## config.mk

```make
export PLATFORM = sky130hd
export DESIGN_NAME = ir_blob_report_decoder
export DESIGN_NICKNAME = d
export VERILOG_FILES = /design/src/design/ibr_pkg.sv /design/src/design/ibr_front.sv /design/src/design/ibr_queue.sv /design/src/design/ibr_back.sv /design/src/design/ir_blob_report_decoder.sv
export SDC_FILE = /design/constraint.sdc
export NUM_CORES = 1
export LEC_CHECK = 0
export ABC_AREA = 1
export BUFFER_PORTS_ARGS = -buffer_cell sky130_fd_sc_hd__buf_2
export CAP_MARGIN = 30
export CORE_MARGIN = 2
export CORE_UTILIZATION = 45
export CTS_CLUSTER_DIAMETER = 200
export DETAILED_ROUTE_END_ITERATION = 10
export GPL_TIMING_DRIVEN = 1
export SYNTH_ARGS = -nofsm -noshare
export SYNTH_HDL_FRONTEND = slang
export SYNTH_SLANG_ARGS = --single-unit
```

## constraint.sdc

```tcl
create_clock -name clk -period 11.05 [get_ports clk]
set_input_delay 1.105 -clock clk [delete_from_list [all_inputs] [get_ports clk]]
set_output_delay 1.105 -clock clk [all_outputs]
set_load 0.02 [all_outputs]
```

## src/design/ibr_pkg.sv

```systemverilog
// ----------------------------------------------------------------------------
// ibr_pkg
// Shared types and constants of the IR blob report decoder.
// ----------------------------------------------------------------------------
package ibr_pkg;

  localparam int unsigned NUM_BLOBS = 4;
  localparam int unsigned SLOT_W    = (NUM_BLOBS > 1) ? $clog2(NUM_BLOBS) : 1;

  localparam int unsigned BYTE_W  = 8;
  localparam int unsigned SIZE_W  = 4;
  localparam int unsigned POS_W   = 10;
  localparam int unsigned DELTA_W = 11;
  localparam int unsigned CNT_W   = 3;
  localparam int unsigned IDX_W   = 2;

  localparam logic [CNT_W-1:0]  CNT_MAX          = 3'd7;
  localparam logic [SIZE_W-1:0] SIZE_LIMIT_RESET = 4'd15;

  // status byte layout
  localparam logic [BYTE_W-1:0] SIZE_MASK = 8'h0F;
  localparam logic [BYTE_W-1:0] XHI_MASK  = 8'h30;
  localparam logic [BYTE_W-1:0] YHI_MASK  = 8'hC0;

  // register map
  localparam int unsigned      APB_ADDR_W         = 2;
  localparam int unsigned      APB_DATA_W         = 32;
  localparam logic [APB_ADDR_W-1:0] ADDR_SIZE_LIMIT = 2'd0;

  // one complete blob group, handed from front to back
  typedef struct packed {
    logic [SLOT_W-1:0] slot;
    logic              new_report;
    logic [BYTE_W-1:0] low_x;
    logic [BYTE_W-1:0] low_y;
    logic [BYTE_W-1:0] status;
  } blob_op_t;

  // phase within a blob group
  typedef enum logic [1:0] {
    PH_XLO    = 2'd0,
    PH_YLO    = 2'd1,
    PH_STATUS = 2'd2
  } phase_t;

endpackage

```

## src/design/ibr_front.sv

```systemverilog
// ----------------------------------------------------------------------------
// ibr_front
// Byte framing: skips the header, latches the low bytes and issues one blob
// request per completed three-byte group.
// ----------------------------------------------------------------------------
module ibr_front (
  input  logic                          clk,
  input  logic                          rst_n,
  input  logic                          byte_take,
  input  logic [ibr_pkg::BYTE_W-1:0]    report_byte,
  input  logic                          report_start,
  output logic                          op_push,
  output ibr_pkg::blob_op_t             op_data
);

  logic                        open_r, open_nxt;
  ibr_pkg::phase_t             phase_r, phase_nxt;
  logic [ibr_pkg::SLOT_W-1:0]  slot_r, slot_nxt;
  logic                        new_rep_r, new_rep_nxt;
  logic [ibr_pkg::BYTE_W-1:0]  low_x_r, low_x_nxt;
  logic [ibr_pkg::BYTE_W-1:0]  low_y_r, low_y_nxt;

  always_comb begin
    open_nxt    = open_r;
    phase_nxt   = phase_r;
    slot_nxt    = slot_r;
    new_rep_nxt = new_rep_r;
    low_x_nxt   = low_x_r;
    low_y_nxt   = low_y_r;
    op_push     = 1'b0;
    if (byte_take) begin
      if (report_start) begin
        open_nxt    = 1'b1;
        phase_nxt   = ibr_pkg::PH_XLO;
        slot_nxt    = '0;
        new_rep_nxt = 1'b1;
      end else if (open_r) begin
        unique case (phase_r)
          ibr_pkg::PH_XLO: begin
            low_x_nxt = report_byte;
            phase_nxt = ibr_pkg::PH_YLO;
          end
          ibr_pkg::PH_YLO: begin
            low_y_nxt = report_byte;
            phase_nxt = ibr_pkg::PH_STATUS;
          end
          ibr_pkg::PH_STATUS: begin
            op_push     = 1'b1;
            new_rep_nxt = 1'b0;
            phase_nxt   = ibr_pkg::PH_XLO;
            if (slot_r == ibr_pkg::SLOT_W'(ibr_pkg::NUM_BLOBS - 1)) begin
              open_nxt = 1'b0;
            end else begin
              slot_nxt = slot_r + 1'b1;
            end
          end
          default: begin
            phase_nxt = ibr_pkg::PH_XLO;
          end
        endcase
      end
    end
  end

  assign op_data.slot       = slot_r;
  assign op_data.new_report = new_rep_r;
  assign op_data.low_x      = low_x_r;
  assign op_data.low_y      = low_y_r;
  assign op_data.status     = report_byte;

  always_ff @(posedge clk) begin
    if (!rst_n) begin
      open_r    <= 1'b0;
      phase_r   <= ibr_pkg::PH_XLO;
      slot_r    <= '0;
      new_rep_r <= 1'b0;
      low_x_r   <= '0;
      low_y_r   <= '0;
    end else begin
      open_r    <= open_nxt;
      phase_r   <= phase_nxt;
      slot_r    <= slot_nxt;
      new_rep_r <= new_rep_nxt;
      low_x_r   <= low_x_nxt;
      low_y_r   <= low_y_nxt;
    end
  end

endmodule

```

## src/design/ibr_queue.sv

```systemverilog
// ----------------------------------------------------------------------------
// ibr_queue
// Two-entry queue of blob requests between front and back.
// ----------------------------------------------------------------------------
module ibr_queue (
  input  logic              clk,
  input  logic              rst_n,
  input  logic              push,
  input  ibr_pkg::blob_op_t push_data,
  output logic              full,
  input  logic              pop,
  output logic              not_empty,
  output ibr_pkg::blob_op_t pop_data
);

  ibr_pkg::blob_op_t entry_r [2];
  logic              wr_ptr_r, wr_ptr_nxt;
  logic              rd_ptr_r, rd_ptr_nxt;
  logic [1:0]        fill_r, fill_nxt;
  logic              do_push, do_pop;

  assign full      = (fill_r == 2'd2);
  assign not_empty = (fill_r != 2'd0);
  assign do_push   = push && !full;
  assign do_pop    = pop && not_empty;
  assign pop_data  = entry_r[rd_ptr_r];

  always_comb begin
    wr_ptr_nxt = do_push ? ~wr_ptr_r : wr_ptr_r;
    rd_ptr_nxt = do_pop  ? ~rd_ptr_r : rd_ptr_r;
    fill_nxt   = fill_r + {1'b0, do_push} - {1'b0, do_pop};
  end

  always_ff @(posedge clk) begin
    if (do_push) begin
      entry_r[wr_ptr_r] <= push_data;
    end
  end

  always_ff @(posedge clk) begin
    if (!rst_n) begin
      wr_ptr_r <= 1'b0;
      rd_ptr_r <= 1'b0;
      fill_r   <= 2'd0;
    end else begin
      wr_ptr_r <= wr_ptr_nxt;
      rd_ptr_r <= rd_ptr_nxt;
      fill_r   <= fill_nxt;
    end
  end

endmodule

```

## src/design/ibr_back.sv

```systemverilog
// ----------------------------------------------------------------------------
// ibr_back
// Blob evaluation: visibility test, per-slot position and motion store,
// visible count and the registered result stage.
// ----------------------------------------------------------------------------
module ibr_back (
  input  logic                          clk,
  input  logic                          rst_n,
  input  logic [ibr_pkg::SIZE_W-1:0]    size_limit,
  input  logic                          op_valid,
  input  ibr_pkg::blob_op_t             op_data,
  output logic                          op_pop,
  output logic                          out_valid,
  input  logic                          out_stall,
  output logic [ibr_pkg::IDX_W-1:0]     out_blob_index,
  output logic                          out_visible,
  output logic [ibr_pkg::POS_W-1:0]     out_pos_x,
  output logic [ibr_pkg::POS_W-1:0]     out_pos_y,
  output logic [ibr_pkg::SIZE_W-1:0]    out_blob_size,
  output logic signed [ibr_pkg::DELTA_W-1:0] out_delta_x,
  output logic signed [ibr_pkg::DELTA_W-1:0] out_delta_y,
  output logic [ibr_pkg::CNT_W-1:0]     out_visible_count,
  output logic                          out_last_blob
);

  logic [ibr_pkg::POS_W-1:0]   sx_r  [ibr_pkg::NUM_BLOBS];
  logic [ibr_pkg::POS_W-1:0]   sy_r  [ibr_pkg::NUM_BLOBS];
  logic [ibr_pkg::DELTA_W-1:0] sdx_r [ibr_pkg::NUM_BLOBS];
  logic [ibr_pkg::DELTA_W-1:0] sdy_r [ibr_pkg::NUM_BLOBS];
  logic [ibr_pkg::CNT_W-1:0]   count_r, count_nxt, count_base;

  logic                        valid_r;
  logic [ibr_pkg::IDX_W-1:0]   idx_r;
  logic                        vis_r;
  logic [ibr_pkg::POS_W-1:0]   px_r, py_r;
  logic [ibr_pkg::SIZE_W-1:0]  size_r;
  logic [ibr_pkg::DELTA_W-1:0] dx_r, dy_r;
  logic [ibr_pkg::CNT_W-1:0]   cnt_out_r;
  logic                        last_r;

  logic [ibr_pkg::SIZE_W-1:0]  size;
  logic                        vis;
  logic [ibr_pkg::POS_W-1:0]   nx, ny;
  logic [ibr_pkg::DELTA_W-1:0] dx, dy;
  logic [ibr_pkg::SLOT_W+1:0]  slot_ext;
  logic [ibr_pkg::BYTE_W-1:0]  xhi, yhi;

  assign op_pop = op_valid && (!valid_r || !out_stall);

  always_comb begin
    size = ibr_pkg::SIZE_W'(op_data.status & ibr_pkg::SIZE_MASK);
    vis  = size < size_limit;
    xhi  = (op_data.status & ibr_pkg::XHI_MASK) >> 4;
    yhi  = (op_data.status & ibr_pkg::YHI_MASK) >> 6;
    nx   = {xhi[1:0], op_data.low_x};
    ny   = {yhi[1:0], op_data.low_y};
    dx   = {1'b0, nx} - {1'b0, sx_r[op_data.slot]};
    dy   = {1'b0, ny} - {1'b0, sy_r[op_data.slot]};
    // a header resets the count; the flag rides on the first blob after it
    count_base = op_data.new_report ? '0 : count_r;
    count_nxt  = (vis && count_base != ibr_pkg::CNT_MAX) ? count_base + 1'b1 : count_base;
    slot_ext   = {2'b00, op_data.slot};
  end

  always_ff @(posedge clk) begin
    if (!rst_n) begin
      for (int i = 0; i < ibr_pkg::NUM_BLOBS; i++) begin
        sx_r[i]  <= '0;
        sy_r[i]  <= '0;
        sdx_r[i] <= '0;
        sdy_r[i] <= '0;
      end
      count_r <= '0;
      valid_r <= 1'b0;
    end else begin
      if (op_pop) begin
        count_r <= count_nxt;
        if (vis) begin
          sx_r[op_data.slot]  <= nx;
          sy_r[op_data.slot]  <= ny;
          sdx_r[op_data.slot] <= dx;
          sdy_r[op_data.slot] <= dy;
        end
        valid_r <= 1'b1;
      end else if (!out_stall) begin
        valid_r <= 1'b0;
      end
    end
  end

  always_ff @(posedge clk) begin
    if (op_pop) begin
      idx_r     <= slot_ext[ibr_pkg::IDX_W-1:0];
      vis_r     <= vis;
      px_r      <= vis ? nx : sx_r[op_data.slot];
      py_r      <= vis ? ny : sy_r[op_data.slot];
      size_r    <= size;
      dx_r      <= vis ? dx : sdx_r[op_data.slot];
      dy_r      <= vis ? dy : sdy_r[op_data.slot];
      cnt_out_r <= count_nxt;
      last_r    <= (op_data.slot == ibr_pkg::SLOT_W'(ibr_pkg::NUM_BLOBS - 1));
    end
  end

  assign out_valid         = valid_r;
  assign out_blob_index    = idx_r;
  assign out_visible       = vis_r;
  assign out_pos_x         = px_r;
  assign out_pos_y         = py_r;
  assign out_blob_size     = size_r;
  assign out_delta_x       = $signed(dx_r);
  assign out_delta_y       = $signed(dy_r);
  assign out_visible_count = cnt_out_r;
  assign out_last_blob     = last_r;

endmodule

```

## src/design/ir_blob_report_decoder.sv

```systemverilog
// Each accepted status byte goes through the request queue, then the result register.
// Throughput: one report byte per cycle while in_stall is low; the back end retires
// one blob request per cycle while out_stall does not hold its result register, so
// the two-entry queue only fills under output stall.
// Reset: synchronous, active low; clears framing, slot store, count and
// sets size_limit to 15.
// ----------------------------------------------------------------------------
// ir_blob_report_decoder
// Decodes extended-mode IR camera blob reports into per-blob results.
// ----------------------------------------------------------------------------
module ir_blob_report_decoder (
  input  logic                              clk,
  input  logic                              rst_n,
  // report bytes
  input  logic                              in_valid,
  output logic                              in_stall,
  input  logic [ibr_pkg::BYTE_W-1:0]        in_report_byte,
  input  logic                              in_report_start,
  // results
  output logic                              out_valid,
  input  logic                              out_stall,
  output logic [ibr_pkg::IDX_W-1:0]         out_blob_index,
  output logic                              out_visible,
  output logic [ibr_pkg::POS_W-1:0]         out_pos_x,
  output logic [ibr_pkg::POS_W-1:0]         out_pos_y,
  output logic [ibr_pkg::SIZE_W-1:0]        out_blob_size,
  output logic signed [ibr_pkg::DELTA_W-1:0] out_delta_x,
  output logic signed [ibr_pkg::DELTA_W-1:0] out_delta_y,
  output logic [ibr_pkg::CNT_W-1:0]         out_visible_count,
  output logic                              out_last_blob,
  // register port
  input  logic                              psel,
  input  logic                              penable,
  input  logic                              pwrite,
  input  logic [ibr_pkg::APB_ADDR_W-1:0]    paddr,
  input  logic [ibr_pkg::APB_DATA_W-1:0]    pwdata,
  output logic [ibr_pkg::APB_DATA_W-1:0]    prdata,
  output logic                              pready
);

  logic [ibr_pkg::SIZE_W-1:0] size_limit_r;
  logic                       q_full, q_not_empty, q_pop, op_push, byte_take;
  ibr_pkg::blob_op_t          push_op, pop_op;

  // register file
  assign pready = 1'b1;
  assign prdata = (paddr == ibr_pkg::ADDR_SIZE_LIMIT)
                ? ibr_pkg::APB_DATA_W'(size_limit_r) : '0;

  always_ff @(posedge clk) begin
    if (!rst_n) begin
      size_limit_r <= ibr_pkg::SIZE_LIMIT_RESET;
    end else if (psel && penable && pwrite && paddr == ibr_pkg::ADDR_SIZE_LIMIT) begin
      size_limit_r <= pwdata[ibr_pkg::SIZE_W-1:0];
    end
  end

  assign in_stall  = q_full;
  assign byte_take = in_valid && !q_full;

  ibr_front u_front (
    .clk          (clk),
    .rst_n        (rst_n),
    .byte_take    (byte_take),
    .report_byte  (in_report_byte),
    .report_start (in_report_start),
    .op_push      (op_push),
    .op_data      (push_op)
  );

  ibr_queue u_queue (
    .clk       (clk),
    .rst_n     (rst_n),
    .push      (op_push),
    .push_data (push_op),
    .full      (q_full),
    .pop       (q_pop),
    .not_empty (q_not_empty),
    .pop_data  (pop_op)
  );

  ibr_back u_back (
    .clk               (clk),
    .rst_n             (rst_n),
    .size_limit        (size_limit_r),
    .op_valid          (q_not_empty),
    .op_data           (pop_op),
    .op_pop            (q_pop),
    .out_valid         (out_valid),
    .out_stall         (out_stall),
    .out_blob_index    (out_blob_index),
    .out_visible       (out_visible),
    .out_pos_x         (out_pos_x),
    .out_pos_y         (out_pos_y),
    .out_blob_size     (out_blob_size),
    .out_delta_x       (out_delta_x),
    .out_delta_y       (out_delta_y),
    .out_visible_count (out_visible_count),
    .out_last_blob     (out_last_blob)
  );

endmodule
```

==> flow_metrics.py, run 1 <==
metrics = {
    "run_status": {
        "outcome": "completed",
    },
    "cts": {
        "htreeDepth": 2,
        "ctsHoldBuffers": 0,
        "cts_tree": "yes",
        "cts_root_buf": "clkbuf_16",
        "clk_pin_slew_ps": 60,
        "cts-resized-gates": 0,
        "cts_buffer_depth": 3,
        "clock_latency_ps": 510,
        "post_cts_buffers": 0,
        "numClockSinks": 310,
        "numCtsBuffers": 35,
    },
    "cells_and_area": {
        "fin_nets": 1455,
        "nFillCells": 2760,
        "final_core_util_pct": 51.0,
        "final_cell_area_sq_mm": 0.0155,
        "diodes": 0,
        "area_growth_pct": 12.4,
        "layout-drive-gt1-share_pct": 12.8,
    },
    "power": {
        "leakagePower_nw": 6.26,
        "vdd_drop_max_mv": 0.131,
        "p_per_area_mw_per_mm2": 283,
    },
    "floorplanning": {
        "dieArea_sq_mm": 0.0320,
        "initial_utilization_pct": 45.4,
        "core-area_sq_mm": 0.0303,
        "num_rows": 64,
        "fp.dieH_um": 179,
        "die_x_um": 179,
        "ios": 138,
    },
    "global_route": {
        "overflow": 0,
        "grt_use_total_pct": 19.4,
        "grt_max_degree": 85,
        "antenna_found_initial": 0,
        "grt_pass1_vias": 8658,
        "grt_pass1_wl_um": 47800,
    },
    "routing": {
        "wl_um": 30300,
        "via_per_inst": 5.13,
        "dr.first_iter.drc_count": 708,
        "vias": 9223,
        "ant_nets": 0,
        "dr.pass1.iters": 8,
        "wire_per_inst_um": 16.8,
        "drc": 0,
    },
    "timing": {
        "fin_skew_ps": 13.2,
        "tightest_slew_ps": 896,
        "fin_crit_sh_pct": 40.2,
        "whs_ps": 449,
        "fin_ws_ps": 6610,
        "finalSetupViolCount": 0,
        "period_needed_ps": 4440,
        "setup_tns_ps": 0,
        "drv_slew": 0,
        "relSlewSlack_pct": 40.3,
        "rsz0062_at_grt": "no",
        "fmax_mhz": 225,
        "hold_violations": 0,
    },
    "placed_design": {
        "io_buffer_count": 80,
        "place_area_sq_mm": 0.0144,
        "finalWeightedCongestion": 0.806,
        "hpwl_um": 17400,
        "dp_slack_ps": 6350,
    },
    "worst_setup_path": {
        "end_kind": "register",
        "crit_slowest_cell": "buf_4",
        "critPathMaxStageDelay_ps": 550,
        "worstPathCellList": "buf_4 -> nand2_1 -> nand2_1 -> ha_1 -> o21ai_1 -> nand2_1 -> nand3_1 -> and2_2 -> buf_4 -> nand2_4 -> nor2_8 -> inv_4 -> nor2_8 -> nand2_4 -> nand2_2 -> buf_4",
        "path_max_fanout": 53,
        "arrival_ps": 4570,
        "critical_path_class": "register to register",
        "worstPathRequired_ps": 11180,
        "start_kind": "register",
    },
    "yosys": {
        "syn_area_per_cell_sq_um": 10.5,
        "synth_warnings": 0,
        "synthCells": 1305,
        "synth_edf_count": 275,
        "synth_ff_type": "edfxtp_1",
        "ys_async_sr_fraction_pct": 0,
        "ys_seq_area_share_pct": 65.1,
        "syn_area_sq_mm": 0.0138,
        "synth_cell_types": 42,
        "ys_seq_elements": 310,
    },
    "run": {
        "max_cap_violations": 0,
    },
    "worst_hold_path": {
        "hold_path.class": "register to register",
    },
}
report_power, final:
part           internal (mW)  total, mW  switching [mW]
combinational          0.466       1.65            1.19
sequential              1.62       1.68          0.0525
clock                  0.619       1.06           0.440
per-layer routing:
metal | track usage, % | wire [um] | up-vias
met5 | 0 | 0 | -
met4 | 5.22 | 619 | 0
met3 | 3.07 | 1680 | 51
met2 | 32.7 | 14500 | 266
met1 | 26.2 | 13400 | 4355
li1 | - | - | 4551
critical path: cells and delay by family (launching register included):
kind / cells / cell delay, ps
AND/OR/NAND/NOR: 10 / 1680
buffers and inverters: 4 / 1620
flip-flops: 1 / 340
adder cells (fa/ha/maj): 1 / 240
AO/OA/AOI/OAI: 1 / 70
metrics by stage:
step | std cells | power (mW)
finish | 1797 | 4.39
global route | 1797 | 4.69
CTS | 1797 | 4.42
detailed placement | 1736 | 3.36
global placement | 1736 | 3.34
floorplan | 1332 | 2.88
cell usage in the layout (no fill, tap or decap), types with 3 or more instances in the layout:
master,n
xor2_1,3
o21a_1,3
clkbuf_1,12
buf_2,80
nand2_4,3
buf_4,14
dfxtp_1,35
o211ai_1,4
nand4_1,5
clkinv_2,5
nand2_1,161
o21ai_1,8
nor2_1,283
edfxtp_1,275
conb_1,29
clkbuf_16,37
xnor2_1,6
or2_2,16
inv_2,4
nand3_1,38
o21bai_1,4
ha_1,26
o22ai_1,39
o21ai_0,145
inv_1,87
nand2_2,5
a21oi_1,27
nor3_1,10
clkinv_1,9
final timing paths:
path / from / endpoint / slack, ps / cells after the start
worst max-delay path: register / u_back.sy_r[1][3] / 6610 / 16
worst min-delay path: u_queue.rd_ptr_r / register / 450 / 1
worst max register to register: register / u_back.sy_r[1][3] / 6610 / 16
worst min register to register: u_queue.rd_ptr_r / register / 450 / 1
registers in the layout, indices dropped and copies added, names as in the netlist, 2 cells and up, named ones only:
register	flops
u_queue.entry_r	54
u_back.sdx_r	44
u_back.sdy_r	44
u_back.sx_r	40
u_back.sy_r	40
u_back.out_delta_x	11
u_back.out_delta_y	11
u_back.out_pos_x	10
u_back.out_pos_y	10
u_front.low_x_r	8
u_front.low_y_r	8
size_limit_r	4
u_back.out_blob_size	4
u_back.count_r	3
u_back.out_visible_count	3
u_back.out_blob_index	2
u_front.phase_r	2
u_front.slot_r	2
u_queue.fill_r	2
layout make-up:
class	instances	area [sq um]	area share (%)
flip-flops and latches	310	8960	57.9
well taps	396	495	3.20
multi-input cells	839	4110	26.6
repair buffers	94	505	3.27
inverters	97	367	2.37
clock buffers	50	985	6.36
clock inverters	11	55.1	0.356
Yosys cell counts (5+ instances only):
master    count  area [sq um]
o22ai_1      39           244
xnor2_1       6          52.6
inv_1        88           330
ha_1         26           325
o21ai_0     146           731
or2_2        16           100
edfxtp_1    275          8260
dfxtp_1      35           701
a21oi_1      27           135
nand3_1      38           190
buf_4        31           233
nor2_1      285          1070
o21ai_1       9          45.0
clkbuf_1     36           135
nand4_1       5          31.3
nand2_1     166           623
buf_2        13          65.1
nor3_1       10          50.1
clkinv_1      5          18.8
kinds of logic (layout without fill, tap and decap cells):
logic type / after synthesis / count (layout) / synth area share, %
compound gates: 237 / 237 / 9.26
xor+xnor: 10 / 10 / 0.691
fa+ha+maj: 28 / 28 / 2.65
buf+inv: 183 / 252 / 6.08
flops: 310 / 310 / 65.1
mux: 2 / 2 / 0.145
other cells: 2 / 29 / 0.0546
simple gates: 533 / 533 / 16.0
Power figures use the tool's default switching activity.
==> inputs of run 2 (changes only) <==
Settings changed: PLACE_DENSITY set to 0.66.
Clock period 11.05 ns to 4 ns, I/O delays scaled along.
==> run 2 against run 1 <==
  * Cell area rose by 1.8%
  * Combinational power rose to 2.8 times the previous value
  * Cell count rose by 1.1%
  * Die area did not move
  * Via count rose by 3.3%
  * First-iteration DRC count rose by 30%
  * Wire length rose by 3.5%
==> flow_metrics.py, run 2 (synthesis results as in run 1) <==
metrics = {
    "timing": {
        "fin_crit_sh_pct": 87.9,
        "setup_tns_ps": 0,
        "relSlewSlack_pct": 41.3,
        "finalSetupViolCount": 0,
        "period_needed_ps": 3520,
        "hold_violations": 0,
        "drv_slew": 0,
        "tightest_slew_ps": 873,
        "fmax_mhz": 284,
        "rsz0062_at_grt": "no",
        "fin_skew_ps": 25.0,
        "whs_ps": 114,
    },
    "global_route": {
        "antenna_found_initial": 0,
        "grt_max_degree": 53,
        "overflow": 0,
        "grt_use_total_pct": 20.2,
        "grt_pass1_wl_um": 49700,
        "grt_pass1_vias": 9281,
    },
    "floorplanning": {
        "core-area_sq_mm": 0.0303,
        "fp.dieH_um": 179,
        "ios": 138,
        "num_rows": 64,
        "dieArea_sq_mm": 0.0320,
        "die_x_um": 179,
        "initial_utilization_pct": 45.4,
    },
    "cts": {
        "cts_root_buf": "clkbuf_16",
        "numClockSinks": 310,
        "cts_tree": "yes",
        "post_cts_buffers": 0,
        "clk_pin_slew_ps": 60,
        "htreeDepth": 2,
        "numCtsBuffers": 34,
        "ctsHoldBuffers": 0,
        "cts_buffer_depth": 3,
        "clock_latency_ps": 520,
        "cts-resized-gates": 0,
    },
    "cells_and_area": {
        "mostFrequentLayoutCell": "nor2_1",
        "largest_registers": "u_queue.entry_r: 54 flops, u_back.sdx_r: 44 flops, u_back.sdy_r: 44 flops",
        "layout_common_cells": "nor2_1 (283), edfxtp_1 (275), nand2_1 (161)",
        "area_growth_pct": 14.5,
        "largest_reg_flops": 54,
        "diodes": 0,
        "layout-drive-gt1-share_pct": 14.1,
        "final_cell_area_sq_mm": 0.0158,
        "regArea_sq_mm": 0.00896,
        "nFillCells": 2665,
        "fin_nets": 1473,
        "multi_input_area_sq_mm": 0.00411,
        "regMostFlops": "u_queue.entry_r",
    },
    "worst_setup_path": {
        "path_max_fanout": 18,
        "critical_path_class": "register to register",
        "worstPathCellList": "nand2_1 -> nand2_2 -> buf_4 -> nor2_1 -> o22ai_1 -> ha_1 -> inv_1 -> fa_1 -> nand3_1 -> nand2_1 -> xnor2_1 -> nor2_1",
        "start_kind": "register",
        "worstPathRequired_ps": 4240,
        "end_kind": "register",
        "arrival_ps": 3760,
        "crit_slowest_cell": "dfxtp_1",
        "critPathMaxStageDelay_ps": 700,
    },
    "placed_design": {
        "io_buffer_count": 80,
        "hpwl_um": 19100,
        "place_area_sq_mm": 0.0146,
        "finalWeightedCongestion": 0.829,
    },
    "worst_hold_path": {
        "hold_path.class": "input port to register",
    },
    "run_status": {
        "outcome": "completed",
    },
    "power": {
        "leakagePower_nw": 6.41,
        "vdd_drop_max_mv": 0.545,
        "total_power_mw": 12.5,
        "p_per_area_mw_per_mm2": 791,
    },
    "routing": {
        "drc": 0,
        "via_per_inst": 5.24,
        "dr.pass1.iters": 5,
        "wire_per_inst_um": 17.2,
        "wl_um": 31300,
        "dr.first_iter.drc_count": 918,
        "vias": 9527,
        "ant_nets": 0,
    },
    "run": {
        "max_cap_violations": 0,
    },
}
[run 2: cell types whose count changed in the layout (fill, tap and decap cells not counted)]
cell,change
buf_12,+3
nor2_2,+1
clkbuf_8,+2
bufinv_16,+3
clkinv_1,+1
clkbuf_1,-3
clkinv_2,-3
nor2_4,-1
inv_6,+1
buf_4,+16
[run 2: stage by stage]
stage | setup slack (ps) | utilization [%] | std cells
floorplan | 126 | - | 1332
detailed placement | 434 | 48.1 | 1755
global route | 160 | 51.9 | 1817
global placement | 495 | 48.1 | 1755
finish | 482 | 51.9 | 1817
CTS | 453 | 51.9 | 1817
[run 2: critical path: cells and delay by family (launching register included)]
| family | cells | cell delay [ps] |
|---|---|---|
| AO/OA/AOI/OAI | 1 | 190 |
| flip-flops | 1 | 700 |
| buffers and inverters | 2 | 330 |
| XOR/XNOR | 1 | 490 |
| adder cells (fa/ha/maj) | 2 | 580 |
| AND/OR/NAND/NOR | 6 | 960 |
[run 2: final timing paths]
path / cells past startpoint / endpoint / slack, ps / start
worst max-delay path: 12 / u_back.sdy_r[1][4] / 480 / register
worst min register to register: 0 / u_queue.entry_r[0][9] / 450 / u_front.low_y_r[1]
worst max register to register: 12 / u_back.sdy_r[1][4] / 480 / register
worst min-delay path: 3 / size_limit_r[3] / 110 / pwdata[3]
[run 2: final cells by class]
class | instances | share of cell area, %
timing repair buffer | 113 | 4.35
clock buffer | 49 | 6.35
tap | 396 | 3.14
inverter | 97 | 2.33
clock inverter | 13 | 0.905
sequential | 310 | 56.9
multi-input combinational | 839 | 26.1
[run 2: routing by layer]
layer	vias to the layer above	global-route usage [%]	part of all wire, %
met5	-	0	0
met4	0	4.54	1.8
li1	4581	-	-
met1	4643	26.9	44
met2	263	34.6	49
met3	40	3.31	5.4
[run 2: report_power, final]
| part | total (mW) | switching, mW | internal (mW) |
|---|---|---|---|
| clock network | 3.16 | 1.22 | 1.94 |
| registers | 4.66 | 0.178 | 4.48 |
| logic | 4.64 | 3.28 | 1.36 |
==> inputs of run 3 (changes only) <==
Settings changed: PLACE_DENSITY 0.66 to 0.77.
==> run 3 against run 2 <==
  * Clock power fell by 10%
  * Clock skew is 4.3 ps lower
  * Die area unchanged
  * First-iteration DRC count up 11%
  * Critical path type unchanged
  * Critical endpoint is now u_back.out_delta_x[4]
  * Highest routed layer is now met5
==> flow_metrics.py, run 3 (synthesis results as in run 1) <==
metrics = {
    "run_status": {
        "outcome": "completed",
    },
    "cells_and_area": {
        "nFillCells": 2604,
        "layout-drive-gt1-share_pct": 13.8,
        "area_growth_pct": 13.3,
        "mostFrequentLayoutCell": "nor2_1",
        "largest_registers": "u_queue.entry_r: 54 flops, u_back.sdx_r: 44 flops, u_back.sdy_r: 44 flops",
        "fin_nets": 1465,
        "layout_common_cells": "nor2_1 (283), edfxtp_1 (275), nand2_1 (161)",
        "largest_reg_flops": 54,
        "regMostFlops": "u_queue.entry_r",
        "multi_input_area_sq_mm": 0.00411,
        "regArea_sq_mm": 0.00896,
        "fin_cells": 1807,
        "diodes": 0,
    },
    "worst_setup_path": {
        "start_kind": "register",
        "arrival_ps": 3840,
        "critPathMaxStageDelay_ps": 590,
        "worstPathRequired_ps": 4300,
        "crit_family": "simple AND/OR/NAND/NOR gates",
        "critical_path_class": "register to register",
        "cp.buffers_inverters": 3,
        "path_max_fanout": 24,
        "worst-path-stages": 12,
        "reg2reg_depth": 12,
        "worstPathCellList": "buf_4 -> nand2_1 -> nand2_2 -> buf_4 -> nor2_1 -> o22ai_1 -> inv_1 -> fa_1 -> nand4_1 -> nand2_1 -> xnor2_1 -> o21ai_0",
        "crit_slowest_cell": "dfxtp_1",
        "end_kind": "register",
    },
    "power": {
        "leakagePower_nw": 6.34,
        "p_int_mw": 7.50,
        "vdd_drop_max_mv": 0.439,
        "power.share.clock_pct": 23.5,
        "seqPwrFrac_pct": 38.5,
        "switchingPower_mw": 4.60,
        "pwr-share-comb_pct": 38.0,
        "p_per_area_mw_per_mm2": 775,
        "swShare_pct": 38.0,
    },
    "placed_design": {
        "hpwl_um": 18600,
        "io_buffer_count": 80,
        "dp_cells": 1750,
        "finalWeightedCongestion": 0.828,
    },
    "routing": {
        "dr.first_iter.drc_count": 1018,
        "dr.pass1.iters": 6,
        "via_per_inst": 5.25,
        "ant_nets": 0,
        "wire_per_inst_um": 16.5,
        "wl_um": 29800,
        "drc": 0,
        "vias": 9494,
    },
    "timing": {
        "fin_skew_ps": 20.7,
        "setup_tns_ps": 0,
        "rsz0062_at_grt": "no",
        "tightest_slew_ps": 859,
        "hold_violations": 0,
        "fin_crit_sh_pct": 88.6,
        "relSlewSlack_pct": 42.1,
        "period_needed_ps": 3540,
        "finalSetupViolCount": 0,
        "fmax_mhz": 282,
        "drv_slew": 0,
    },
    "floorplanning": {
        "num_rows": 64,
        "fp.dieH_um": 179,
        "initial_utilization_pct": 45.4,
        "die_x_um": 179,
        "ios": 138,
        "core-area_sq_mm": 0.0303,
        "dieArea_sq_mm": 0.0320,
    },
    "cts": {
        "cts-resized-gates": 0,
        "ctsHoldBuffers": 0,
        "cts_root_buf": "clkbuf_16",
        "post_cts_buffers": 0,
        "numCtsBuffers": 31,
        "htreeDepth": 1,
        "cts_buffer_depth": 3,
        "clk_pin_slew_ps": 60,
        "numClockSinks": 310,
        "clock_latency_ps": 560,
        "cts_tree": "yes",
    },
    "global_route": {
        "antenna_found_initial": 2,
        "grt_use_total_pct": 18.9,
        "grt_max_degree": 58,
        "grt_pass1_vias": 9261,
        "grt_pass1_wl_um": 47100,
        "overflow": 0,
    },
    "run": {
        "max_cap_violations": 0,
    },
    "worst_hold_path": {
        "min_path_cells": 3,
        "hold_path.class": "input port to register",
    },
}
[run 3: changes by cell type in the layout (fill, tap and decap cells not counted), moves of 2 or more]
cell	change
buf_4	-6
clkbuf_16	-6
clkinv_2	+6
clkbuf_1	-5
clkinvlp_4	-2
[run 3: area by class of cell]
cell class                      count  area share [%]
Clock buffer                       38            5.34
Clock inverter                     19            1.11
Inverter                           97            2.35
Multi-Input combinational cell    839            26.3
Sequential cell                   310            57.5
Tap cell                          396            3.18
Timing Repair Buffer              108            4.24
[run 3: worst paths after layout]
path | startpoint | end | slack [ps]
max | register | u_back.out_delta_x[4] | 460
max reg2reg | register | u_back.out_delta_x[4] | 460
min | pwdata[2] | size_limit_r[2] | 60
min reg2reg | u_front.low_y_r[6] | u_queue.entry_r[0][14] | 450
[run 3: stage by stage]
stage          area (sq um)  utilization (%)  hold WS, ps  power [mW]  worst slack (ps)
6_report              15600             51.4         64.8        12.1               457
5_1_grt               15600             51.4         68.6        12.9               118
4_1_cts               15600             51.4         53.2        12.1               472
3_5_place_dp          14600             48.1          436        9.31               474
3_3_place_gp          14600             48.1          428        9.16               567
2_1_floorplan         13900                -          420        7.94               126
[run 3: worst min-delay path, delay by kind of cell]
family                 cells  cell delay, ps
buffers and inverters      1              70
AND/OR/NAND/NOR            1              40
AO/OA/AOI/OAI              1              60
[run 3: layer usage]
metal / up-vias / wire length (um) / share of wire [%] / global-route usage (%)
met3: 64 / 2010 / 6.7 / 3.05
li1: 4569 / - / - / -
met2: 365 / 14600 / 49 / 32.9
met1: 4492 / 12400 / 42 / 24.0
met5: - / 21 / 0.070 / 0
met4: 4 / 782 / 2.6 / 6.20
[run 3: power by group through the flow]
stage / Sequential (mW) / Clock, mW / Combinational, mW
final: 4.66 / 2.84 / 4.59
after global routing: 4.73 / 3.00 / 5.14
after CTS: 4.67 / 2.88 / 4.59
after detailed placement: 4.73 / 0 / 4.57
after global placement: 4.71 / 0 / 4.45
after floorplan: 5.06 / 0 / 2.87
